`config.mk`:
```
export PLATFORM = sky130hd
export DESIGN_NAME = dbps_csr
export DESIGN_NICKNAME = d
export VERILOG_FILES = /design/src/rtl/dbps_pkg.sv /design/src/rtl/dbps_csr.sv
export SDC_FILE = /design/constraint.sdc
export NUM_CORES = 1
export LEC_CHECK = 0
export CAP_MARGIN = 25
export CORE_MARGIN = 2
export CORE_UTILIZATION = 44
export CTS_BUF_LIST = sky130_fd_sc_hd__clkbuf_4
export DETAILED_ROUTE_END_ITERATION = 8
export DONT_BUFFER_PORTS = 1
export HOLD_SLACK_MARGIN = 0.02
export PLACE_DENSITY_LB_ADDON = 0.2
export RECOVER_POWER = 25
export REMOVE_ABC_BUFFERS = 1
export SYNTH_ARGS = -nofsm -noshare
export SYNTH_HDL_FRONTEND = slang
export SYNTH_SLANG_ARGS = --single-unit
export TNS_END_PERCENT = 20
```
`constraint.sdc`:
```
create_clock -name clock -period 1.43 [get_ports clock]
set_clock_uncertainty 0.15 [all_clocks]
set_input_delay 0.0715 -clock clock [delete_from_list [all_inputs] [get_ports clock]]
set_output_delay 0.0715 -clock clock [all_outputs]
set_load 0.01 [all_outputs]
```
`src/rtl/dbps_pkg.sv`:
```
// ----------------------------------------------------------------------------
// dbps_pkg
// Shared types, constants and the correction table builder for the binned
// dB power sum block.
// ----------------------------------------------------------------------------
package dbps_pkg;

   localparam int FREQ_W     = 27;
   localparam int FREQ_OUT_W = 28;
   localparam int OFFS_W     = 10;
   localparam int LEVEL_W    = 16;
   localparam int NBINS_W    = 11;
   localparam int OP_W       = 2;
   localparam int RBIN_W     = 10;

   localparam int BINS_DEF         = 1024;
   localparam int CORR_ENTRIES_DEF = 256;

   // correction step is 16 LSB of 1/128 dB
   localparam int CORR_STEP_SHIFT = 4;
   localparam int ABS_DIFF_W      = 16;
   localparam int CIDX_W          = ABS_DIFF_W - CORR_STEP_SHIFT;
   localparam int CORR_VAL_W      = 9;

   localparam logic [FREQ_OUT_W-1:0] FREQ_MAX = '1;

   localparam int CSR_ADDR_W = 4;
   localparam int CSR_DATA_W = 32;

   localparam logic [1:0] REG_BASE_FREQ    = 2'd0;
   localparam logic [1:0] REG_FREQ_SPACING = 2'd1;
   localparam logic [1:0] REG_NUM_BINS     = 2'd2;

   localparam logic [FREQ_W-1:0]  BASE_FREQ_RST    = '0;
   localparam logic [FREQ_W-1:0]  FREQ_SPACING_RST = FREQ_W'(1);
   localparam logic [NBINS_W-1:0] NUM_BINS_RST     = NBINS_W'(1024);

   typedef enum logic [OP_W-1:0] {
      OP_CLEAR = 2'd0,
      OP_ACC   = 2'd1,
      OP_READ  = 2'd2,
      OP_NOP   = 2'd3
   } op_type;

   typedef enum logic [3:0] {
      ST_CLEAR,
      ST_IDLE,
      ST_DIV,
      ST_BIN,
      ST_CHECK,
      ST_FETCH,
      ST_LOOKUP,
      ST_MERGE,
      ST_DONE
   } state_type;

   typedef struct packed {
      logic [FREQ_W-1:0]  base_freq;
      logic [FREQ_W-1:0]  freq_spacing;
      logic [NBINS_W-1:0] num_bins;
   } cfg_type;

   typedef struct packed {
      logic              start;
      logic [FREQ_W-1:0] dividend;
      logic [FREQ_W-1:0] divisor;
   } div_req_type;

   typedef struct packed {
      logic              done;
      logic [FREQ_W-1:0] quotient;
   } div_rsp_type;

   function automatic logic [63:0] isqrt64(input logic [63:0] v_in);
      logic [63:0] v;
      logic [63:0] res;
      logic [63:0] bit_v;
      v     = v_in;
      res   = '0;
      bit_v = 64'd1 << 62;
      for (int k = 0; k < 32; k++) begin
         if (v >= res + bit_v) begin
            v   = v - (res + bit_v);
            res = (res >> 1) + bit_v;
         end else begin
            res = res >> 1;
         end
         bit_v = bit_v >> 2;
      end
      return res;
   endfunction

   // 10log10(1+10^(-d/1280)) in 1/128 dB, fixed-point build
   function automatic logic [CORR_VAL_W-1:0] corr_entry(input logic [63:0] d);
      logic [63:0] q30;
      logic [63:0] xq;
      logic [63:0] n;
      logic [63:0] f;
      logic [63:0] s;
      logic [63:0] p;
      logic [63:0] y;
      logic [63:0] z;
      logic [63:0] lg;
      logic [63:0] rem;
      logic [63:0] full;
      q30 = 64'd1 << 30;
      xq  = (d * 64'd217706 + 64'd640) / 64'd1280;
      n   = xq >> 16;
      f   = xq & 64'hFFFF;
      s   = 2 * q30;
      p   = q30;
      for (int k = 1; k <= 16; k++) begin
         s = isqrt64(s << 30);
         if (f[16-k]) begin
            p = (p * s) >> 30;
         end
      end
      // floor(2^60 / p), bit by bit
      rem = '0;
      y   = '0;
      for (int k = 60; k >= 0; k--) begin
         rem = (rem << 1) | ((k == 60) ? 64'd1 : 64'd0);
         if (rem >= p) begin
            rem = rem - p;
            y   = y | (64'd1 << k);
         end
      end
      y  = (n < 64'd40) ? (y >> n) : 64'd0;
      z  = q30 + y;
      lg = '0;
      if (z >= 2 * q30) begin
         lg = 64'd1 << 20;
      end else begin
         for (int k = 19; k >= 0; k--) begin
            z = (z * z) >> 30;
            if (z >= 2 * q30) begin
               lg = lg | (64'd1 << k);
               z  = z >> 1;
            end
         end
      end
      full = (lg * 64'd25252226 + (64'd1 << 35)) >> 36;
      return full[CORR_VAL_W-1:0];
   endfunction

endpackage

```
`src/rtl/dbps_csr.sv`:
```
// ----------------------------------------------------------------------------
// dbps_csr
// APB-style configuration registers: base frequency, spacing, bin count.
// ----------------------------------------------------------------------------
module dbps_csr (
   input  logic                          clock,
   input  logic                          reset,
   input  logic                          csr_psel,
   input  logic                          csr_penable,
   input  logic                          csr_pwrite,
   input  logic [dbps_pkg::CSR_ADDR_W-1:0] csr_paddr,
   input  logic [dbps_pkg::CSR_DATA_W-1:0] csr_pwdata,
   output logic [dbps_pkg::CSR_DATA_W-1:0] csr_prdata,
   output logic                          csr_pready,
   output dbps_pkg::cfg_type             cfg
);

   import dbps_pkg::*;

   logic [FREQ_W-1:0]  base_ff, base_in;
   logic [FREQ_W-1:0]  spacing_ff, spacing_in;
   logic [NBINS_W-1:0] nbins_ff, nbins_in;
   logic               wr;
   logic [1:0]         reg_idx;

   assign wr      = csr_psel && csr_penable && csr_pwrite;
   assign reg_idx = csr_paddr[3:2];

   always_comb begin
      base_in    = base_ff;
      spacing_in = spacing_ff;
      nbins_in   = nbins_ff;
      if (wr) begin
         case (reg_idx)
            REG_BASE_FREQ:    base_in    = csr_pwdata[FREQ_W-1:0];
            REG_FREQ_SPACING: spacing_in = csr_pwdata[FREQ_W-1:0];
            REG_NUM_BINS:     nbins_in   = csr_pwdata[NBINS_W-1:0];
            default: ;
         endcase
      end
   end

   always_comb begin
      case (reg_idx)
         REG_BASE_FREQ:    csr_prdata = CSR_DATA_W'(base_ff);
         REG_FREQ_SPACING: csr_prdata = CSR_DATA_W'(spacing_ff);
         REG_NUM_BINS:     csr_prdata = CSR_DATA_W'(nbins_ff);
         default:          csr_prdata = '0;
      endcase
   end

   always_ff @(posedge clock) begin
      if (reset) begin
         base_ff    <= BASE_FREQ_RST;
         spacing_ff <= FREQ_SPACING_RST;
         nbins_ff   <= NUM_BINS_RST;
      end else begin
         base_ff    <= base_in;
         spacing_ff <= spacing_in;
         nbins_ff   <= nbins_in;
      end
   end

   assign csr_pready       = 1'b1;
   assign cfg.base_freq    = base_ff;
   assign cfg.freq_spacing = spacing_ff;
   assign cfg.num_bins     = nbins_ff;

endmodule

```
==> results.ini <==
[worst_setup_path]
critPathLaunchType = primary input
arrival_ns = 1.51
slowest_delay_ns = 0.56
crit_chain = nand3_2 > or3b_1 > buf_4 > mux2i_1 > dlygate4sd3_1
crit_type = primary input to register
worstSetupEndpointType = register
cp_slowest_cell = dlygate4sd3_1
required_ns = 1.57
critPathMaxFanout = 10

[floorplan]
die_x_um = 89.1
fp.coreArea_um2 = 7140
pin_count = 139
die_area_um2 = 7950
fp.dieH_um = 89.1
initial_core_util_pct = 44.7
num_rows = 31

[cells_and_area]
antenna_cells = 0
seq_area_um2 = 1350
multi_input_area_um2 = 1800
final_common_cell = mux2i_1
syn_to_final_growth_pct = 30.7
drive_gt1_share_pct = 18.3
nFillCells = 654
stdcell_area_um2 = 4170
nets = 431
mostFrequentLayoutCells = mux2i_1 (92), nand2b_1 (90), dlygate4sd3_1 (67)
fin_cells = 493

[detailed_routing]
routedWlPerCell_um = 17.2
first_pass_iters = 4
vias_per_cell = 5.07
drcViolationCount = 0
wirelength_mm = 8.47
drt-initial-drc-count = 67
final_antenna_net_count = 0
vias = 2500

[clocking]
clk_latency_ns = 0.39
cts.reportedPaths.clkPinSlew_ns = 0.11
cts_root_buffer = clkbuf_4
cts.sinks = 65
post_cts_buffers = 0
cts_inserted_buffers = 9
htreeDepth = 3
tritoncts = yes
holdBufCountCts = 72
clock_path_buffers = 2

[timing]
holdWs_ns = -0.0878
finalSetupTns_ns = 0
finalSetupViolations = 0
min_period_ns = 1.37
finalHoldViolations = 21
period_share_pct = 96.0
fmax_mhz = 728
rsz0062_at_grt = yes
slew_violations = 0

[outcome]
violations = hold timing
status = finished, violations left

[synthesis]
ys_types = 19
synthCells = 328
avgSynthCellArea_um2 = 9.72
ys_seq_area_share_pct = 40.8
syn_area_um2 = 3190
ys_seq_elements = 65
ys_warn_count = 0

[global_route]
grt_pass1_wl_mm = 12.5
antenna_found_initial = 0
globalRouteTotalUtil_pct = 21.3
grt_pass1_vias = 2495
overflow = 0
grt_max_degree = 53

[pwr]
p_per_area_nw_per_um2 = 806
leakagePower_nw = 1.75
power_mw = 3.36
peakVddDrop_mv = 0.415

[hold_path]
hold_path_class = primary input to register

[place]
dp.cells = 408
gp_congestion = 0.736
numPortBuffers = 0
postPlaceCellArea_um2 = 3220
dp_hpwl_mm = 4.50

[flow_run]
maxCapViolations = 0

-- sequential cells by signal (all words and copies together) (netlist names) --
| name | count |
|---|---|
| base_ff | 27 |
| nbins_ff | 11 |
| spacing_ff | 27 |
-- what timing repair did --
action | CTS | global route
resized for setup | 15 | 52
cloned | 0 | 0
setup endpoints to repair | 11 | 34
hold endpoints to repair | 65 | 30
-- metal layers --
metal  part of all wire [%]  up-vias  GRT usage [%]  routed length, um
li1                       -     1205              -                  -
met1                     41     1190           24.5               3510
met2                     50      100           36.3               4250
met3                    7.8        5           9.33                657
met4                   0.59        0           5.29                 50
met5                      0        -              0                  0
-- cell type report --
type                    count  share of cell area (%)
flip-flops and latches     65                    32.3
clock inverters             6                    1.20
well taps                  99                    2.97
clock buffers               9                    1.62
repair buffers             77                    18.8
multi-input cells         237                    43.1
-- cells in the mapped netlist --
| cell | number | area [um2] |
|---|---|---|
| mux2i_1 | 92 | 921 |
| nand2b_1 | 90 | 563 |
| dfxtp_1 | 65 | 1300 |
| nor2_1 | 20 | 75.1 |
| clkbuf_1 | 14 | 52.6 |
| nand2_1 | 11 | 41.3 |
| o21ai_0 | 11 | 55.1 |
| buf_4 | 8 | 60.1 |
| buf_2 | 6 | 30.0 |
| conb_1 | 2 | 7.51 |
| buf_12 | 1 | 20.0 |
| buf_6 | 1 | 11.3 |
| nand3_2 | 1 | 10.0 |
| nand4_1 | 1 | 6.26 |
| nor2b_1 | 1 | 6.26 |
| nor3_1 | 1 | 5.00 |
| nor3b_1 | 1 | 7.51 |
| or3_2 | 1 | 7.51 |
| or3b_1 | 1 | 8.76 |
-- final timing paths --
kind	startpoint	end	slack, ns	cells past startpoint
setup / recovery	csr_pwrite	spacing_ff[2]	0.06	5
hold / removal	csr_paddr[3]	spacing_ff[0]	-0.09	3
setup reg to reg	nbins_ff[5]	nbins_ff[5]	0.06	3
hold reg to reg	base_ff[8]	base_ff[8]	0.37	2
-- per-stage QoR --
stage / worst slack (ns) / utilization (%)
after floorplan: -1.04 / -
after global placement: 0.189 / 45.1
after detailed placement: 0.178 / 45.1
after CTS: 0.00499 / 57.4
after global routing: -0.0732 / 58.4
final: 0.0571 / 58.4
-- report_power, final --
group          total (mW)  internal [mW]  switching, mW
Combinational       0.357          0.219          0.138
Clock                1.14          0.499          0.640
Sequential           1.86           1.83         0.0340
-- worst max-delay path, delay by kind of cell --
family / cells / cell delay [ns]
buffers and inverters: 2 / 0.78
muxes: 1 / 0.13
and+or+nand+nor: 2 / 0.52
-- kinds of logic (layout without fill, tap and decap cells) --
family | after synthesis | count (layout) | share of synthesized area, %
AOI/OAI and AO/OA | 11 | 11 | 1.73
buffers and inverters | 30 | 92 | 5.45
DFF | 65 | 65 | 40.8
muxes | 92 | 92 | 28.9
other | 2 | 6 | 0.235
and+or+nand+nor | 128 | 128 | 22.9
No activity file was read; power rests on OpenSTA's default activity.
