## src/rtl/dbps_pkg.sv

```systemverilog
// ----------------------------------------------------------------------------
// dbps_pkg
// Shared types, constants and the correction table builder for the binned
// dB power sum block.
// ----------------------------------------------------------------------------
package dbps_pkg;

   localparam int FREQ_W     = 27;
   localparam int FREQ_OUT_W = 28;
   localparam int OFFS_W     = 10;
   localparam int LEVEL_W    = 16;
   localparam int NBINS_W    = 11;
   localparam int OP_W       = 2;
   localparam int RBIN_W     = 10;

   localparam int BINS_DEF         = 1024;
   localparam int CORR_ENTRIES_DEF = 256;

   // correction step is 16 LSB of 1/128 dB
   localparam int CORR_STEP_SHIFT = 4;
   localparam int ABS_DIFF_W      = 16;
   localparam int CIDX_W          = ABS_DIFF_W - CORR_STEP_SHIFT;
   localparam int CORR_VAL_W      = 9;

   localparam logic [FREQ_OUT_W-1:0] FREQ_MAX = '1;

   localparam int CSR_ADDR_W = 4;
   localparam int CSR_DATA_W = 32;

   localparam logic [1:0] REG_BASE_FREQ    = 2'd0;
   localparam logic [1:0] REG_FREQ_SPACING = 2'd1;
   localparam logic [1:0] REG_NUM_BINS     = 2'd2;

   localparam logic [FREQ_W-1:0]  BASE_FREQ_RST    = '0;
   localparam logic [FREQ_W-1:0]  FREQ_SPACING_RST = FREQ_W'(1);
   localparam logic [NBINS_W-1:0] NUM_BINS_RST     = NBINS_W'(1024);

   typedef enum logic [OP_W-1:0] {
      OP_CLEAR = 2'd0,
      OP_ACC   = 2'd1,
      OP_READ  = 2'd2,
      OP_NOP   = 2'd3
   } op_type;

   typedef enum logic [3:0] {
      ST_CLEAR,
      ST_IDLE,
      ST_DIV,
      ST_BIN,
      ST_CHECK,
      ST_FETCH,
      ST_LOOKUP,
      ST_MERGE,
      ST_DONE
   } state_type;

   typedef struct packed {
      logic [FREQ_W-1:0]  base_freq;
      logic [FREQ_W-1:0]  freq_spacing;
      logic [NBINS_W-1:0] num_bins;
   } cfg_type;

   typedef struct packed {
      logic              start;
      logic [FREQ_W-1:0] dividend;
      logic [FREQ_W-1:0] divisor;
   } div_req_type;

   typedef struct packed {
      logic              done;
      logic [FREQ_W-1:0] quotient;
   } div_rsp_type;

   function automatic logic [63:0] isqrt64(input logic [63:0] v_in);
      logic [63:0] v;
      logic [63:0] res;
      logic [63:0] bit_v;
      v     = v_in;
      res   = '0;
      bit_v = 64'd1 << 62;
      for (int k = 0; k < 32; k++) begin
         if (v >= res + bit_v) begin
            v   = v - (res + bit_v);
            res = (res >> 1) + bit_v;
         end else begin
            res = res >> 1;
         end
         bit_v = bit_v >> 2;
      end
      return res;
   endfunction

   // 10log10(1+10^(-d/1280)) in 1/128 dB, fixed-point build
   function automatic logic [CORR_VAL_W-1:0] corr_entry(input logic [63:0] d);
      logic [63:0] q30;
      logic [63:0] xq;
      logic [63:0] n;
      logic [63:0] f;
      logic [63:0] s;
      logic [63:0] p;
      logic [63:0] y;
      logic [63:0] z;
      logic [63:0] lg;
      logic [63:0] rem;
      logic [63:0] full;
      q30 = 64'd1 << 30;
      xq  = (d * 64'd217706 + 64'd640) / 64'd1280;
      n   = xq >> 16;
      f   = xq & 64'hFFFF;
      s   = 2 * q30;
      p   = q30;
      for (int k = 1; k <= 16; k++) begin
         s = isqrt64(s << 30);
         if (f[16-k]) begin
            p = (p * s) >> 30;
         end
      end
      // floor(2^60 / p), bit by bit
      rem = '0;
      y   = '0;
      for (int k = 60; k >= 0; k--) begin
         rem = (rem << 1) | ((k == 60) ? 64'd1 : 64'd0);
         if (rem >= p) begin
            rem = rem - p;
            y   = y | (64'd1 << k);
         end
      end
      y  = (n < 64'd40) ? (y >> n) : 64'd0;
      z  = q30 + y;
      lg = '0;
      if (z >= 2 * q30) begin
         lg = 64'd1 << 20;
      end else begin
         for (int k = 19; k >= 0; k--) begin
            z = (z * z) >> 30;
            if (z >= 2 * q30) begin
               lg = lg | (64'd1 << k);
               z  = z >> 1;
            end
         end
      end
      full = (lg * 64'd25252226 + (64'd1 << 35)) >> 36;
      return full[CORR_VAL_W-1:0];
   endfunction

endpackage

```

## src/rtl/dbps_corr_rom.sv

```systemverilog
// ----------------------------------------------------------------------------
// dbps_corr_rom
// Power sum correction table, built at elaboration, registered output.
// ----------------------------------------------------------------------------
module dbps_corr_rom #(
   parameter int CORR_ENTRIES = dbps_pkg::CORR_ENTRIES_DEF
) (
   input  logic                            clock,
   input  logic [dbps_pkg::CIDX_W-1:0]     idx,
   output logic [dbps_pkg::CORR_VAL_W-1:0] corr
);

   import dbps_pkg::*;

   localparam int CORR_W = $clog2(CORR_ENTRIES);

   logic [CORR_VAL_W-1:0] rom [CORR_ENTRIES];
   logic [CORR_VAL_W-1:0] corr_ff;
   logic                  in_range;

   for (genvar g = 0; g < CORR_ENTRIES; g++) begin : g_rom
      localparam logic [CORR_VAL_W-1:0] ENTRY = corr_entry(64'(g) << CORR_STEP_SHIFT);
      assign rom[g] = ENTRY;
   end

   assign in_range = ({1'b0, idx} < (CIDX_W + 1)'(CORR_ENTRIES));

   always_ff @(posedge clock) begin
      corr_ff <= in_range ? rom[idx[CORR_W-1:0]] : '0;
   end

   assign corr = corr_ff;

endmodule

```

## config.mk

```make
export PLATFORM = sky130hd
export DESIGN_NAME = dbps_corr_rom
export DESIGN_NICKNAME = d
export VERILOG_FILES = /design/src/rtl/dbps_pkg.sv /design/src/rtl/dbps_corr_rom.sv
export SDC_FILE = /design/constraint.sdc
export NUM_CORES = 1
export LEC_CHECK = 0
export BUFFER_PORTS_ARGS = -buffer_cell sky130_fd_sc_hd__buf_2
export CAP_MARGIN = 30
export CORE_ASPECT_RATIO = 1.2
export CORE_UTILIZATION = 60
export CTS_BUF_LIST = sky130_fd_sc_hd__clkbuf_2 sky130_fd_sc_hd__clkbuf_4 sky130_fd_sc_hd__clkbuf_8
export CTS_CLUSTER_DIAMETER = 80
export CTS_CLUSTER_SIZE = 14
export DETAILED_ROUTE_END_ITERATION = 10
export PLACE_DENSITY_LB_ADDON = 0.1
export SYNTH_ARGS = -nofsm -noshare
export SYNTH_HDL_FRONTEND = slang
export SYNTH_SLANG_ARGS = --single-unit
```

## constraint.sdc

```tcl
create_clock -name clock -period 4.67 [get_ports clock]
set_input_delay 0.7005 -clock clock [delete_from_list [all_inputs] [get_ports clock]]
set_output_delay 0.7005 -clock clock [all_outputs]
set_load 0.01 [all_outputs]
```

==> results of run 1 <==
routing by layer:
layer,up-vias,GRT usage,share of wire
met4,0,0.1711,0.035
met1,947,0.4864,0.38
met5,-,0,0
li1,987,-,-
met2,169,0.5297,0.46
met3,21,0.04589,0.12
worst max path at each step:
stage           start  endpoint  slack [ns]
2_1_floorplan  idx[0]   corr[1]        2.14
3_3_place_gp   idx[1]   corr[0]        1.70
3_5_place_dp   idx[1]   corr[0]        1.67
4_1_cts        idx[1]   corr[0]        1.95
5_1_grt        idx[2]   corr[1]        1.77
6_report       idx[1]   corr[0]        1.90
cells by family after synthesis:
logic type | count (synthesis) | share of synthesized area
XOR/XNOR | 3 | 0.01386
flip-flops | 9 | 0.09505
buffers and inverters | 38 | 0.1195
AND/OR/NAND/NOR | 95 | 0.2720
AO/OA/AOI/OAI | 97 | 0.3716
adder cells (fa/ha/maj) | 16 | 0.1056
multiplexers | 3 | 0.02244
critical path, cell delays in order:
cell      delay (ns)
buf_2           0.28
inv_1           0.22
ha_1            0.48
nor2b_1         0.23
or3b_1          0.40
a311oi_1        0.31
a311oi_1        0.10
nor4_1          0.22
area by class of cell:
class | count | area, um2
clock buffer | 4 | 30.03
fill | 294 | 1139
inverter | 8 | 32.53
multi-input combinational | 214 | 1489
sequential | 9 | 180.2
tap | 36 | 45.04
timing repair buffer | 22 | 112.6
report_power, final:
part	internal, mW	switching, mW
sequential	0.0778	0.000243
clock	0.0389	0.0316
combinational	0.0532	0.0990
cells in the mapped netlist, types with 2 or more instances:
cell,instances
inv_1,6
o2111ai_1,2
o31ai_1,2
nor3_1,5
a31oi_1,5
buf_2,13
a211oi_1,3
mux2i_1,2
a311oi_1,5
buf_4,5
o22ai_1,2
a2111oi_0,3
and3_1,2
nand2_1,21
or3_1,4
o21a_1,3
nand3_1,11
o311ai_0,5
nand3b_1,3
clkbuf_1,6
nor2_1,17
ha_1,16
nand4b_1,2
dfxtp_1,9
a211o_1,2
nor2b_1,7
nand2b_1,10
a21boi_0,2
o21ai_0,14
xnor2_1,2
o211ai_1,10
a21oi_1,21
buf_6,4
o311a_1,2
through the flow:
| step | setup WS, ns | instance area [um2] |
|---|---|---|
| 2_1_floorplan | 2.145 | 1896 |
| 3_3_place_gp | 1.696 | 1859 |
| 3_5_place_dp | 1.673 | 1859 |
| 4_1_cts | 1.953 | 1889 |
| 5_1_grt | 1.770 | 1889 |
| 6_report | 1.899 | 1889 |
==> flow_metrics.tcl, run 1 <==
set metrics [dict create \
    layout_common_cells "nand2_1, a21oi_1, buf_2" \
    antenna_found_initial 0 \
    netlist.area_leader.share 0.1056 \
    cts_buffers 3 \
    synth_area_um2 1896 \
    yosysWarningCount 0 \
    area_growth_pct -0.3301 \
    period_share 0.5935 \
    hp-class "primary input to flip-flop" \
    critical_path_class "primary input to flip-flop" \
    worst_pin_slew_ns 1.054 \
    min_from "idx[9]" \
    gp_congestion 0.9814 \
    finalPower_uw 300.8 \
    grt_pass1_vias 1857 \
    synth_cell_types 69 \
    cts-hold-fix-buffers 0 \
    clock.fmax_mhz 360.8 \
    cts-resized-gates 0 \
    drv_slew 0 \
    h-tree-depth 1 \
    final-setup-viol-count 0 \
    clkTransAtPathRegs_ns 0.07 \
    seq_area_frac_synth 0.09505 \
    final_hold_viol_count 0 \
    vias 2124 \
    path_max_fanout 17 \
    track_usage 0.3551 \
    status "complete, no violations" \
    ant_nets 0 \
    synth-edff-count 0 \
    drt-initial-drc-count 241 \
    drive_gt1_frac 0.1401 \
    cts_setup_buffers 0 \
    cts_sinks 9 \
    die_x_um 53.31 \
    rsz0062_at_grt "false" \
    period_needed_ns 2.771 \
    rows 22 \
    avgSynthCellArea_um2 7.263 \
    synth.area.top_cells "ha_1, dfxtp_1, a21oi_1" \
    endpoint_kind "flip-flop" \
    remaining_drc_errors 0 \
    fin_util 0.6240 \
    ys.flop_type "dfxtp_1" \
    cts_max_path_buffers 2 \
    cp.required_ns 4.84 \
    grt_pass1_wl_mm 9.163 \
    wl_mm 5.656 \
    diodes 0 \
    cts_tree "done" \
    overflow 0 \
    start_util 0.6260 \
    wl_per_cell_um 19.30 \
    synthCells 261 \
    final_nets 287 \
    via_per_inst 7.249 \
    synth_top_area_cell "ha_1" \
    start_kind "primary input" \
    clockRootBuffer "clkbuf_4" \
    slew-limit-headroom 0.2970 \
    ir_drop_mv 0.1280 \
    pin_count 22 \
    drt_first_pass_iters 5 \
    largest_reg_flops 9 \
    io_buffer_count 21 \
    synthArstFlopShare 0 \
    die_h_um 63.57 \
    dieArea_um2 3389 \
    syn_nets 290 \
    drv_cap 0 \
    dp.cells 289 \
    critPathArrivalTime_ns 2.95 \
    hold_end "corr[1]" \
    p_per_area_nw_per_um2 159.2 \
    whs_path_depth 4 \
    holdWs_ns 0.8439 \
    fin_tns_setup_ns 0 \
    core_um2 3028 \
    hpwl_mm 3.736 \
    synth-seq-cells 9 \
    fin_cells 293 \
    p_leak_nw 0.7271 \
    grt_max_degree 58 \
]
(Power assumes the default switching activity.)
==> run 2, diff against run 1 <==
ABC_AREA = 1   (was default)
clock period = 2.69 ns   (was 4.67 ns; I/O delays follow)
==> run 2 against run 1 <==
  * Routed wire length is 2.5% higher
  * Combinational power rose by 76%
  * Clock power up 65%
  * Power rose by 73%
  * Utilization up 3.6 points
  * Sequential power grew 74%
  * Final area down 2.7%
  * Critical path type unchanged
  * Critical endpoint is now corr[3]
  * Sequential share of layout area is 0.27 points higher
  * Non-clock buffer count increased by 3
==> flow_metrics.tcl, run 2 <==
set metrics [dict create \
    antenna_found_initial 0 \
    endpoint_kind "flip-flop" \
    die_x_um 51.55 \
    synth.area.top_cells "nand2_1, ha_1, dfxtp_1" \
    synthArstFlopShare 0 \
    core_um2 2785 \
    dieArea_um2 3168 \
    drv_slew 0 \
    synth-edff-count 0 \
    synth-seq-cells 9 \
    path_cells "buf_2, inv_1, ha_1, inv_1, nand2_1, a21oi_1, o21ai_0, nand2_1, nand2_1, nand2_1, nor2_1, nor2_1" \
    h-tree-depth 1 \
    clockRootBuffer "clkbuf_4" \
    wl_per_cell_um 15.55 \
    synth_area_um2 1768 \
    synth_cell_types 27 \
    p_per_area_nw_per_um2 283.0 \
    p_leak_nw 1.027 \
    seq_area_frac_synth 0.1019 \
    cts_max_path_buffers 2 \
    fin_tns_setup_ns 0 \
    netlist.area_leader.share 0.2505 \
    cp.required_ns 2.85 \
    synthTopCellsByCount "nand2_1, nand3_1, nor2_1" \
    io_buffer_count 21 \
    cts_buffers 3 \
    final_hold_viol_count 0 \
    critPathArrivalTime_ns 2.07 \
    drive_gt1_frac 0.1209 \
    syn_nets 355 \
    crit_start "idx[1]" \
    area_growth_pct 3.963 \
    cp_slowest_stage_delay_ns 0.43 \
    ys.flop_type "dfxtp_1" \
    grt_max_degree 25 \
    cts_tree "done" \
    cp-endpoint "corr[3]" \
    largest_reg_flops 9 \
    yosysWarningCount 0 \
    drv_cap 0 \
    final_common_cell "nand2_1" \
    period_share 0.7099 \
    critical_path_class "primary input to flip-flop" \
    period_needed_ns 1.910 \
    hp-class "primary input to flip-flop" \
    pin_count 22 \
    drt-initial-drc-count 127 \
    via_per_inst 6.011 \
    whs_path_depth 3 \
    wl_mm 5.800 \
    remaining_drc_errors 0 \
    cts-resized-gates 0 \
    status "complete, no violations" \
    start_util 0.6348 \
    start_kind "primary input" \
    vias 2242 \
    rows 21 \
    worst_pin_slew_ns 0.5369 \
    layout_common_cells "nand2_1, nand3_1, nor2_1" \
    yosysMostFrequentCell "nand2_1" \
    ir_drop_mv 0.2778 \
    finalPower_uw 520.2 \
    diodes 0 \
    grt_pass1_vias 2038 \
    cp_common_cell "nand2_1" \
    hpwl_mm 4.291 \
    grt_pass1_wl_mm 9.356 \
    rsz0062_at_grt "false" \
    cts_setup_buffers 0 \
    cts-hold-fix-buffers 0 \
    final_nets 369 \
    ant_nets 0 \
    n_fill_cell 283 \
    path_max_fanout 12 \
    overflow 0 \
    clkTransAtPathRegs_ns 0.06 \
    cpMaxStageDelayCell "ha_1" \
    avgSynthCellArea_um2 5.423 \
    drt_first_pass_iters 5 \
    track_usage 0.4044 \
    final-setup-viol-count 0 \
    synthCells 326 \
    slew-limit-headroom 0.6417 \
    cts_sinks 9 \
    gp_congestion 1.012 \
    synth_top_area_cell "nand2_1" \
    die_h_um 61.46 \
    clock.fmax_mhz 523.6 \
]
## run 2: changes by cell type after synthesis, sizes merged, moves of 7 or more
cell,before,now
buf,24,15
nor2,18,35
inv,8,25
a21oi,21,30
nand3,11,35
nor2b,7,0
nand2,22,121
nand2b,10,0
## run 2: kinds of logic (layout without fill, tap and decap cells)
group	count (synthesis)	after routing	synth area share
AND/OR/NAND/NOR	196	196	0.4543
AO/OA/AOI/OAI	63	63	0.1975
buffers and inverters	42	55	0.1330
adder cells (fa/ha/maj)	16	16	0.1132
flip-flops	9	9	0.1019
## run 2: cell type report
| type | instances | area [um2] | area share |
|---|---|---|---|
| clock buffers | 4 | 30.03 | 0.01634 |
| inverters | 26 | 97.59 | 0.05310 |
| multi-input cells | 275 | 1353 | 0.7359 |
| flip-flops and latches | 9 | 180.2 | 0.09803 |
| well taps | 34 | 42.54 | 0.02315 |
| repair buffers | 25 | 135.1 | 0.07352 |
## run 2: worst max-delay path, delay by kind of cell
kind,cells,cell delay (ns)
buf+inv,3,0.52
compound gates,2,0.23
fa+ha+maj,1,0.43
simple gates,6,0.49
## run 2: worst min-delay path by stage
stage,startpoint,end,slack [ns]
after CTS,idx[7],corr[2],0.45
after global routing,idx[7],corr[2],0.46
after detailed placement,idx[7],corr[2],0.72
after floorplan,idx[7],corr[2],0.56
after global placement,idx[7],corr[2],0.72
final,idx[7],corr[2],0.45
## run 2: through the flow
step	util	std cells	hold slack, ns	cell area (um2)	setup slack [ns]
after floorplan	-	326	0.5574	1768	1.012
after global placement	0.6491	369	0.7166	1808	0.6296
after detailed placement	0.6491	369	0.7192	1808	0.5339
after CTS	0.6599	373	0.4473	1838	0.8030
after global routing	0.6599	373	0.4591	1838	0.5140
final	0.6599	373	0.4530	1838	0.7803
## run 2: per-layer routing
metal	global-route usage	routed length, um	vias to the layer above
met4	0.3012	371	0
met1	0.4985	2185	937
met5	0	0	-
li1	-	-	1091
met3	0.06420	676	38
met2	0.6345	2567	176
## run 2: report_power, final
part / internal, mW / total (mW) / switching [mW]
Combinational: 0.0825 / 0.268 / 0.186
Sequential: 0.135 / 0.136 / 0.000398
Clock: 0.0674 / 0.116 / 0.0491
Total: 0.285 / 0.520 / 0.235
