[src/rtl/dbps_pkg.sv]
// ----------------------------------------------------------------------------
// dbps_pkg
// Shared types, constants and the correction table builder for the binned
// dB power sum block.
// ----------------------------------------------------------------------------
package dbps_pkg;

   localparam int FREQ_W     = 27;
   localparam int FREQ_OUT_W = 28;
   localparam int OFFS_W     = 10;
   localparam int LEVEL_W    = 16;
   localparam int NBINS_W    = 11;
   localparam int OP_W       = 2;
   localparam int RBIN_W     = 10;

   localparam int BINS_DEF         = 1024;
   localparam int CORR_ENTRIES_DEF = 256;

   // correction step is 16 LSB of 1/128 dB
   localparam int CORR_STEP_SHIFT = 4;
   localparam int ABS_DIFF_W      = 16;
   localparam int CIDX_W          = ABS_DIFF_W - CORR_STEP_SHIFT;
   localparam int CORR_VAL_W      = 9;

   localparam logic [FREQ_OUT_W-1:0] FREQ_MAX = '1;

   localparam int CSR_ADDR_W = 4;
   localparam int CSR_DATA_W = 32;

   localparam logic [1:0] REG_BASE_FREQ    = 2'd0;
   localparam logic [1:0] REG_FREQ_SPACING = 2'd1;
   localparam logic [1:0] REG_NUM_BINS     = 2'd2;

   localparam logic [FREQ_W-1:0]  BASE_FREQ_RST    = '0;
   localparam logic [FREQ_W-1:0]  FREQ_SPACING_RST = FREQ_W'(1);
   localparam logic [NBINS_W-1:0] NUM_BINS_RST     = NBINS_W'(1024);

   typedef enum logic [OP_W-1:0] {
      OP_CLEAR = 2'd0,
      OP_ACC   = 2'd1,
      OP_READ  = 2'd2,
      OP_NOP   = 2'd3
   } op_type;

   typedef enum logic [3:0] {
      ST_CLEAR,
      ST_IDLE,
      ST_DIV,
      ST_BIN,
      ST_CHECK,
      ST_FETCH,
      ST_LOOKUP,
      ST_MERGE,
      ST_DONE
   } state_type;

   typedef struct packed {
      logic [FREQ_W-1:0]  base_freq;
      logic [FREQ_W-1:0]  freq_spacing;
      logic [NBINS_W-1:0] num_bins;
   } cfg_type;

   typedef struct packed {
      logic              start;
      logic [FREQ_W-1:0] dividend;
      logic [FREQ_W-1:0] divisor;
   } div_req_type;

   typedef struct packed {
      logic              done;
      logic [FREQ_W-1:0] quotient;
   } div_rsp_type;

   function automatic logic [63:0] isqrt64(input logic [63:0] v_in);
      logic [63:0] v;
      logic [63:0] res;
      logic [63:0] bit_v;
      v     = v_in;
      res   = '0;
      bit_v = 64'd1 << 62;
      for (int k = 0; k < 32; k++) begin
         if (v >= res + bit_v) begin
            v   = v - (res + bit_v);
            res = (res >> 1) + bit_v;
         end else begin
            res = res >> 1;
         end
         bit_v = bit_v >> 2;
      end
      return res;
   endfunction

   // 10log10(1+10^(-d/1280)) in 1/128 dB, fixed-point build
   function automatic logic [CORR_VAL_W-1:0] corr_entry(input logic [63:0] d);
      logic [63:0] q30;
      logic [63:0] xq;
      logic [63:0] n;
      logic [63:0] f;
      logic [63:0] s;
      logic [63:0] p;
      logic [63:0] y;
      logic [63:0] z;
      logic [63:0] lg;
      logic [63:0] rem;
      logic [63:0] full;
      q30 = 64'd1 << 30;
      xq  = (d * 64'd217706 + 64'd640) / 64'd1280;
      n   = xq >> 16;
      f   = xq & 64'hFFFF;
      s   = 2 * q30;
      p   = q30;
      for (int k = 1; k <= 16; k++) begin
         s = isqrt64(s << 30);
         if (f[16-k]) begin
            p = (p * s) >> 30;
         end
      end
      // floor(2^60 / p), bit by bit
      rem = '0;
      y   = '0;
      for (int k = 60; k >= 0; k--) begin
         rem = (rem << 1) | ((k == 60) ? 64'd1 : 64'd0);
         if (rem >= p) begin
            rem = rem - p;
            y   = y | (64'd1 << k);
         end
      end
      y  = (n < 64'd40) ? (y >> n) : 64'd0;
      z  = q30 + y;
      lg = '0;
      if (z >= 2 * q30) begin
         lg = 64'd1 << 20;
      end else begin
         for (int k = 19; k >= 0; k--) begin
            z = (z * z) >> 30;
            if (z >= 2 * q30) begin
               lg = lg | (64'd1 << k);
               z  = z >> 1;
            end
         end
      end
      full = (lg * 64'd25252226 + (64'd1 << 35)) >> 36;
      return full[CORR_VAL_W-1:0];
   endfunction

endpackage

[src/rtl/dbps_div.sv]
// ----------------------------------------------------------------------------
// dbps_div
// Restoring divider, one quotient bit per cycle, for the bin index.
// ----------------------------------------------------------------------------
module dbps_div (
   input  logic                  clock,
   input  logic                  reset,
   input  dbps_pkg::div_req_type div_req,
   output dbps_pkg::div_rsp_type div_rsp
);

   import dbps_pkg::*;

   localparam int CNT_W = $clog2(FREQ_W + 1);

   logic              busy_ff, busy_in;
   logic              done_ff, done_in;
   logic [CNT_W-1:0]  cnt_ff, cnt_in;
   logic [FREQ_W-1:0] rem_ff, rem_in;
   logic [FREQ_W-1:0] quo_ff, quo_in;
   logic [FREQ_W-1:0] dvs_ff, dvs_in;

   logic [FREQ_W:0]   shifted;
   logic [FREQ_W:0]   trial;
   logic              ge;

   assign shifted = {rem_ff, quo_ff[FREQ_W-1]};
   assign trial   = shifted - {1'b0, dvs_ff};
   assign ge      = (shifted >= {1'b0, dvs_ff});

   always_comb begin
      busy_in = busy_ff;
      done_in = 1'b0;
      cnt_in  = cnt_ff;
      rem_in  = rem_ff;
      quo_in  = quo_ff;
      dvs_in  = dvs_ff;
      if (div_req.start) begin
         busy_in = 1'b1;
         cnt_in  = CNT_W'(FREQ_W);
         rem_in  = '0;
         quo_in  = div_req.dividend;
         dvs_in  = div_req.divisor;
      end else if (busy_ff) begin
         rem_in = ge ? trial[FREQ_W-1:0] : shifted[FREQ_W-1:0];
         quo_in = {quo_ff[FREQ_W-2:0], ge};
         cnt_in = cnt_ff - CNT_W'(1);
         if (cnt_ff == CNT_W'(1)) begin
            busy_in = 1'b0;
            done_in = 1'b1;
         end
      end
   end

   always_ff @(posedge clock) begin
      if (reset) begin
         busy_ff <= 1'b0;
         done_ff <= 1'b0;
         cnt_ff  <= '0;
      end else begin
         busy_ff <= busy_in;
         done_ff <= done_in;
         cnt_ff  <= cnt_in;
      end
      rem_ff <= rem_in;
      quo_ff <= quo_in;
      dvs_ff <= dvs_in;
   end

   assign div_rsp.done     = done_ff;
   assign div_rsp.quotient = quo_ff;

endmodule

[config.mk]
export PLATFORM = sky130hd
export DESIGN_NAME = dbps_div
export DESIGN_NICKNAME = d
export VERILOG_FILES = /design/src/rtl/dbps_pkg.sv /design/src/rtl/dbps_div.sv
export SDC_FILE = /design/constraint.sdc
export NUM_CORES = 1
export LEC_CHECK = 0
export BUFFER_PORTS_ARGS = -buffer_cell sky130_fd_sc_hd__buf_2
export CAP_MARGIN = 40
export CORE_UTILIZATION = 61
export CTS_CLUSTER_SIZE = 8
export DETAILED_ROUTE_END_ITERATION = 16
export PLACE_DENSITY_LB_ADDON = 0.1
export SLEW_MARGIN = 20
export SYNTH_ARGS = -nofsm -noshare
export SYNTH_HDL_FRONTEND = slang
export SYNTH_SLANG_ARGS = --single-unit
export TNS_END_PERCENT = 50
[constraint.sdc]
create_clock -name clock -period 4.9 [get_ports clock]
set_input_delay 0.49 -clock clock [delete_from_list [all_inputs] [get_ports clock]]
set_output_delay 0.49 -clock clock [all_outputs]
set_load 0.005 [all_outputs]
==> flow_summary.yaml, run 1 <==
floorplan:
  die_w_um: 93.4
  ioPinCount: 85
  design.die.area_um2: 8720
  core_area_um2: 7890
  die-height_um: 93.4
  core.rowCount: 32
  initial_core_util: 0.646
grt:
  grt_overflow_total: 0
  grt_max_degree: 61
  via_count_of_the_first_global_routing_pass: 3917
  grt_antenna_before_repair: 0
  grt.total_usage: 0.271
  grt_first_pass_wirelength_um: 18500
place:
  gp_congestion: 0.895
  dp_hpwl_um: 8170
  place.port_buffers: 84
  post-place-cells: 677
sta:
  min_period_ns: 3.24
  timing.fmax_mhz: 308
  slew_viol_final: 0
  rsz0062_at_grt: "no"
  worst_slew_pin_slew_ns: 0.861
  final_min_period_over_clock_period: 0.662
  setup_tns_ns: 0
  max_clock_skew_ns: 0.0168
  final-hold-violation-count: 0
  slew-limit-headroom: 0.425
  report.final.setup_viol: 0
synth:
  synth_enable_flop_cells: 54
  dominantRegCellSynth: "edfxtp_1"
  yosysSeqAreaShare: 0.452
  netlist.top_cell.by_area: "edfxtp_1"
  synth.lib_cells_used.distinct: 60
  synthMostInstantiatedCell: "nor2_1"
  synthArstFlopShare: 0
  syn-instance-count: 508
  synth.ff_latch_count: 88
  synth_warnings: 0
  avgSynthCellArea_um2: 10.0
  netlist_top_cells_area: "edfxtp_1 32%, dfxtp_1 13%, ha_1 7.1%"
  synth_largest_type_area_fraction: 0.318
  syn_area_um2: 5090
  synthesis.nets: 595
  post_synth_most_frequent_cells: "57 x nor2_1, 54 x edfxtp_1, 37 x inv_1"
run:
  max_cap_violations: 0
cts:
  tritoncts_num_sinks: 88
  clk_latency_ns: 0.36
  cts_hold_buffers: 0
  cts_repair_resized_insts: 0
  clk_transition_reported_paths_ns: 0.10
  total_clock_buffers_created_by_cts: 9
  h-tree-depth: 3
  cts_root_buf: "clkbuf_8"
  tritoncts: "built"
  clock_tree.buffer_depth: 2
  cts.repair_timing.setup_buffer_count: 0
critical_path:
  timing.critical_path.slowest_stage_cell: "fa_1"
  critical_path_peak_fanout: 29
  worstSetupPathType: "flop to flop"
  crit_path_end: "rem_ff[8]"
  crit_cells: 12
  setup.reg_to_reg.worst_slack_ns: 1.66
  cp.arrival_ns: 3.52
  critical_path.endpoint_type: "flop"
  path_cells: "inv_1 > ha_1 > fa_1 > nand2b_1 > a211oi_2 > nor4_1 > o311ai_4 > nand2_2 > buf_16 > nor3b_2 > a21oi_1 > a211oi_1"
  reg2reg_from: "quo_ff[26]"
  critical-path-top-delay-family: "compound AO/OA/AOI/OAI gates"
  worstSetupStartpointType: "flop"
  worst_r2r_path_depth: 12
  critical_path.n_buffers_inverters: 2
  crit_start: "quo_ff[26]"
  max_stage_delay_ns: 0.41
  reg2reg_to: "rem_ff[8]"
  worst_ep_required_time_ns: 5.18
route:
  post_drt_wl_per_cell_um: 16.4
  drc_markers: 0
  first_iter_violations: 157
  dr.pass1.iters: 5
  antenna_left: 0
  vias_per_cell: 6.02
  vias: 4179
  routed_wirelength_um: 11400
hold_path:
  worstHoldPathCells: 1
  holdCritPathClass: "input port to flop"
power_and_ir_drop:
  totalPowerFinal_mw: 1.77
  peak_ir_drop_on_the_vdd_network_v: 0.000265
  power.density_nw_per_um2: 304
  total_leakage_power_nw: 2.53
outcome:
  status: "complete, no violations"
layout:
  fillers: 557
  antenna-diode-count: 0
  finalNetCount: 674
  layout.area.seq_um2: 2300
  layout-drive-gt1-share: 0.242
  synthToLayoutAreaGrowth_pct: 14.3
  finalNonFillerCells: 694
  multi_input_comb_area_um2: 2540
## state kept, by name (all words and copies together), names as in the netlist
register / count
done_ff: 1
cnt_ff: 5
rem_ff: 27
quo_ff: 27
busy_ff: 1
dvs_ff: 27
## cells by family after synthesis
logic type / Yosys count / share of synthesized area
buffers and inverters: 59 / 0.0499
adder cells (fa/ha/maj): 30 / 0.0752
multiplexers: 32 / 0.0693
AO/OA/AOI/OAI: 134 / 0.182
XOR/XNOR: 22 / 0.0378
flip-flops: 88 / 0.452
AND/OR/NAND/NOR: 143 / 0.134
## layout by cell type (no fill, tap or decap), types with 3 or more instances in the layout
master / netlist / final
and3_1: 3 / 3
mux2_2: 26 / 26
mux2i_1: 6 / 6
nor2_1: 57 / 57
a22oi_1: 4 / 4
xor2_1: 13 / 13
nor3_1: 9 / 9
xnor2_1: 9 / 9
inv_1: 37 / 37
dfxtp_1: 34 / 34
buf_2: 1 / 84
a21o_1: 10 / 10
nand2_1: 34 / 34
nand2b_1: 9 / 9
nand4_1: 5 / 5
buf_4: 2 / 3
a211oi_1: 13 / 13
nor4_1: 6 / 6
nand3_1: 4 / 4
o21a_1: 4 / 4
a21oi_1: 35 / 35
a22o_1: 6 / 6
nor2b_1: 5 / 5
o211ai_1: 6 / 6
a311oi_1: 4 / 4
clkbuf_8: 0 / 9
ha_1: 29 / 29
o21ai_0: 28 / 28
edfxtp_1: 54 / 54
## how the worst min path moves through the flow
stage,from,end,slack (ns)
after floorplan,rem_ff[2],rem_ff[2],0.45
after global placement,rem_ff[2],rem_ff[2],0.48
after detailed placement,rem_ff[2],rem_ff[2],0.49
after CTS,div_req[9],dvs_ff[9],0.29
after global routing,div_req[8],dvs_ff[8],0.28
final,div_req[7],dvs_ff[7],0.29
## area by class of cell
class | instances | area share
flip-flops and latches | 88 | 0.395
repair buffers | 90 | 0.0881
inverters | 37 | 0.0239
multi-input cells | 361 | 0.436
clock buffers | 9 | 0.0213
well taps | 102 | 0.0219
clock inverters | 7 | 0.0135
## metrics by stage
| stage | hold WS, ns | util | area [µm²] | setup WS [ns] |
|---|---|---|---|---|
| 6_report | 0.294 | 0.738 | 5820 | 1.66 |
| 5_1_grt | 0.282 | 0.738 | 5820 | 1.39 |
| 4_1_cts | 0.285 | 0.735 | 5790 | 1.36 |
| 3_5_place_dp | 0.486 | 0.709 | 5590 | 1.42 |
| 3_3_place_gp | 0.475 | 0.704 | 5550 | 1.54 |
| 2_1_floorplan | 0.454 | - | 5090 | 2.25 |
## layer usage
layer,GRT usage,vias up,share of wire
li1,-,2018,-
met3,0.0537,27,0.051
met2,0.472,146,0.51
met1,0.331,1988,0.41
met5,0,-,0
met4,0.101,0,0.023
## report_power, final
group	switching, mW	internal (mW)	total (mW)
Clock	0.277	0.242	0.519
Combinational	0.206	0.164	0.369
Sequential	0.0311	0.851	0.882
## worst reg2reg max path, cell delays in order (launching register included)
cell      delay (ns)
edfxtp_1        0.39
inv_1           0.06
ha_1            0.22
fa_1            0.41
nand2b_1        0.19
a211oi_2        0.31
nor4_1          0.14
o311ai_4        0.36
nand2_2         0.34
buf_16          0.28
nor3b_2         0.17
a21oi_1         0.06
a211oi_1        0.24
(Power assumes the default switching activity.)
==> inputs of run 2 (changes only) <==
ABC_AREA = 1   (was unset)
CORE_UTILIZATION = 53   (was 61)
clock period = 2.9 ns   (was 4.9 ns; I/O delays follow)
==> flow_summary.yaml, run 2 <==
sta:
  max_clock_skew_ns: 0.0149
  hold-worst-slack_ns: 0.0630
  final_min_period_over_clock_period: 0.838
  min_period_ns: 2.43
  rsz0062_at_grt: "no"
  timing.fmax_mhz: 411
  slew_viol_final: 0
  report.final.setup_viol: 0
  finalWorstSetupSlack_ns: 0.469
  worst_slew_pin_slew_ns: 0.535
  final-hold-violation-count: 0
  setup_tns_ns: 0
  slew-limit-headroom: 0.643
cts:
  clk_transition_reported_paths_ns: 0.10
  cts_root_buf: "clkbuf_8"
  cts_repair_resized_insts: 0
  tritoncts_num_sinks: 88
  total_clock_buffers_created_by_cts: 9
  clock_tree.buffer_depth: 2
  cts.repair_timing.setup_buffer_count: 0
  clk_latency_ns: 0.39
  cts_hold_buffers: 0
  h-tree-depth: 3
  tritoncts: "built"
floorplan:
  die_w_um: 107
  core_area_um2: 10500
  ioPinCount: 85
  initial_core_util: 0.556
  core.rowCount: 37
  die-height_um: 107
  design.die.area_um2: 11500
synth:
  synth.lib_cells_used.distinct: 39
  syn_area_um2: 5850
  yosysSeqAreaShare: 0.394
  avgSynthCellArea_um2: 6.98
  dominantRegCellSynth: "edfxtp_1"
  post_synth_most_frequent_cells: "325 x nand2_1, 173 x inv_1, 56 x nand3_1"
  synthMostInstantiatedCell: "nand2_1"
  netlist.top_cell.by_area: "edfxtp_1"
  synth_enable_flop_cells: 54
  synth.ff_latch_count: 88
  synth_warnings: 0
  synthesis.nets: 924
  syn-instance-count: 837
  synth_largest_type_area_fraction: 0.277
  netlist_top_cells_area: "edfxtp_1 28%, nand2_1 21%, dfxtp_1 12%"
  synthArstFlopShare: 0
critical_path:
  worst_r2r_path_depth: 13
  worstSetupPathType: "flop to flop"
  setup.reg_to_reg.worst_slack_ns: 0.47
  reg2reg_from: "quo_ff[26]"
  reg2reg_to: "rem_ff[6]"
  worst_ep_required_time_ns: 3.16
  worstSetupStartpointType: "flop"
  critical_path.endpoint_type: "flop"
  critical_path_peak_fanout: 28
  cp.arrival_ns: 2.69
route:
  first_iter_violations: 231
  vias: 5312
  post_drt_wl_per_cell_um: 13.2
  vias_per_cell: 5.00
  dr.pass1.iters: 5
  routed_wirelength_um: 14000
  antenna_left: 0
  drc_markers: 0
place:
  dp_hpwl_um: 10400
  gp_congestion: 0.996
  dp_worst_setup_slack_ns: 0.512
  place.port_buffers: 84
grt:
  grt.total_usage: 0.266
  grt_antenna_before_repair: 0
  via_count_of_the_first_global_routing_pass: 5165
  grt_first_pass_wirelength_um: 23800
  grt_overflow_total: 0
  grt_max_degree: 46
layout:
  antenna-diode-count: 0
  finalNetCount: 1008
  layout.area.seq_um2: 2300
  biggestRegsByFlops: "dvs_ff x27, quo_ff x27, rem_ff x27"
  final_common_cell: "nand2_1"
  layout_common_cells: "325 x nand2_1, 173 x inv_1, 84 x buf_2"
  multi_input_comb_area_um2: 2780
  synthToLayoutAreaGrowth_pct: 13.4
  layout-drive-gt1-share: 0.148
  fillers: 957
power_and_ir_drop:
  power.density_nw_per_um2: 416
  peak_ir_drop_on_the_vdd_network_v: 0.000395
  total_leakage_power_nw: 3.62
outcome:
  status: "complete, no violations"
hold_path:
  timing.hold.worst_endpoint: "dvs_ff[25]"
  worstHoldPathCells: 1
  holdCritPathClass: "input port to flop"
  min_from: "div_req[25]"
run:
  max_cap_violations: 0
[run 2: kinds of logic (layout without fill, tap and decap cells)]
logic type	after synthesis	after routing	share of synthesized area
compound gates	30	30	0.0298
xor+xnor	15	15	0.0225
buf+inv	196	285	0.131
flops	88	88	0.394
fa+ha+maj	30	30	0.0655
simple gates	478	478	0.358
[run 2: critical path: stages, from the launching register on]
cell      delay, ns
edfxtp_1       0.36
inv_1          0.06
ha_1           0.22
fa_1           0.40
inv_1          0.10
nand3_1        0.08
nand2_1        0.17
nand2_1        0.09
nand3_1        0.15
nand2_4        0.08
nand3_4        0.32
nand2_1        0.11
nand3_1        0.08
o21ai_0        0.07
[run 2: where the power goes]
part	leakage [nW]	internal (mW)	switching, mW
logic	2.71	0.154	0.243
clock network	0.0982	0.408	0.496
registers	0.817	1.42	0.0370
total	3.62	1.98	0.777
[run 2: worst max-delay path by stage]
stage                from         end  slack (ns)  depth (start not counted)
6_report       quo_ff[26]   rem_ff[6]        0.47                         13
5_1_grt        quo_ff[26]  rem_ff[20]        0.26                         13
4_1_cts        quo_ff[26]   rem_ff[1]        0.49                         13
3_5_place_dp   quo_ff[26]   rem_ff[6]        0.51                         13
3_3_place_gp   quo_ff[26]   rem_ff[2]        0.62                         13
2_1_floorplan  quo_ff[26]  rem_ff[12]        0.73                         14
[run 2: cell type report]
class,instances,share of cell area
Inverter,177,0.100
Multi-Input combinational cell,553,0.419
Clock inverter,7,0.0119
Sequential cell,88,0.347
Timing Repair Buffer,92,0.0774
Clock buffer,9,0.0187
Tap cell,136,0.0257
[run 2: through the flow]
step	utilization	total power [mW]	instance area, µm²	instances
6_report	0.631	2.76	6630	1062
5_1_grt	0.631	2.89	6630	1062
4_1_cts	0.631	2.78	6630	1062
3_5_place_dp	0.612	1.88	6430	1046
3_3_place_gp	0.609	1.87	6400	1045
2_1_floorplan	-	1.72	5850	837
[run 2: metal layers]
| layer | wire length [µm] | vias up | global-route usage | part of all wire |
|---|---|---|---|---|
| met5 | 0 | - | 0 | 0 |
| met2 | 6320 | 176 | 0.432 | 0.45 |
| met3 | 961 | 17 | 0.0711 | 0.069 |
| met1 | 6530 | 2364 | 0.350 | 0.47 |
| met4 | 195 | 0 | 0.0734 | 0.014 |
| li1 | - | 2755 | - | - |
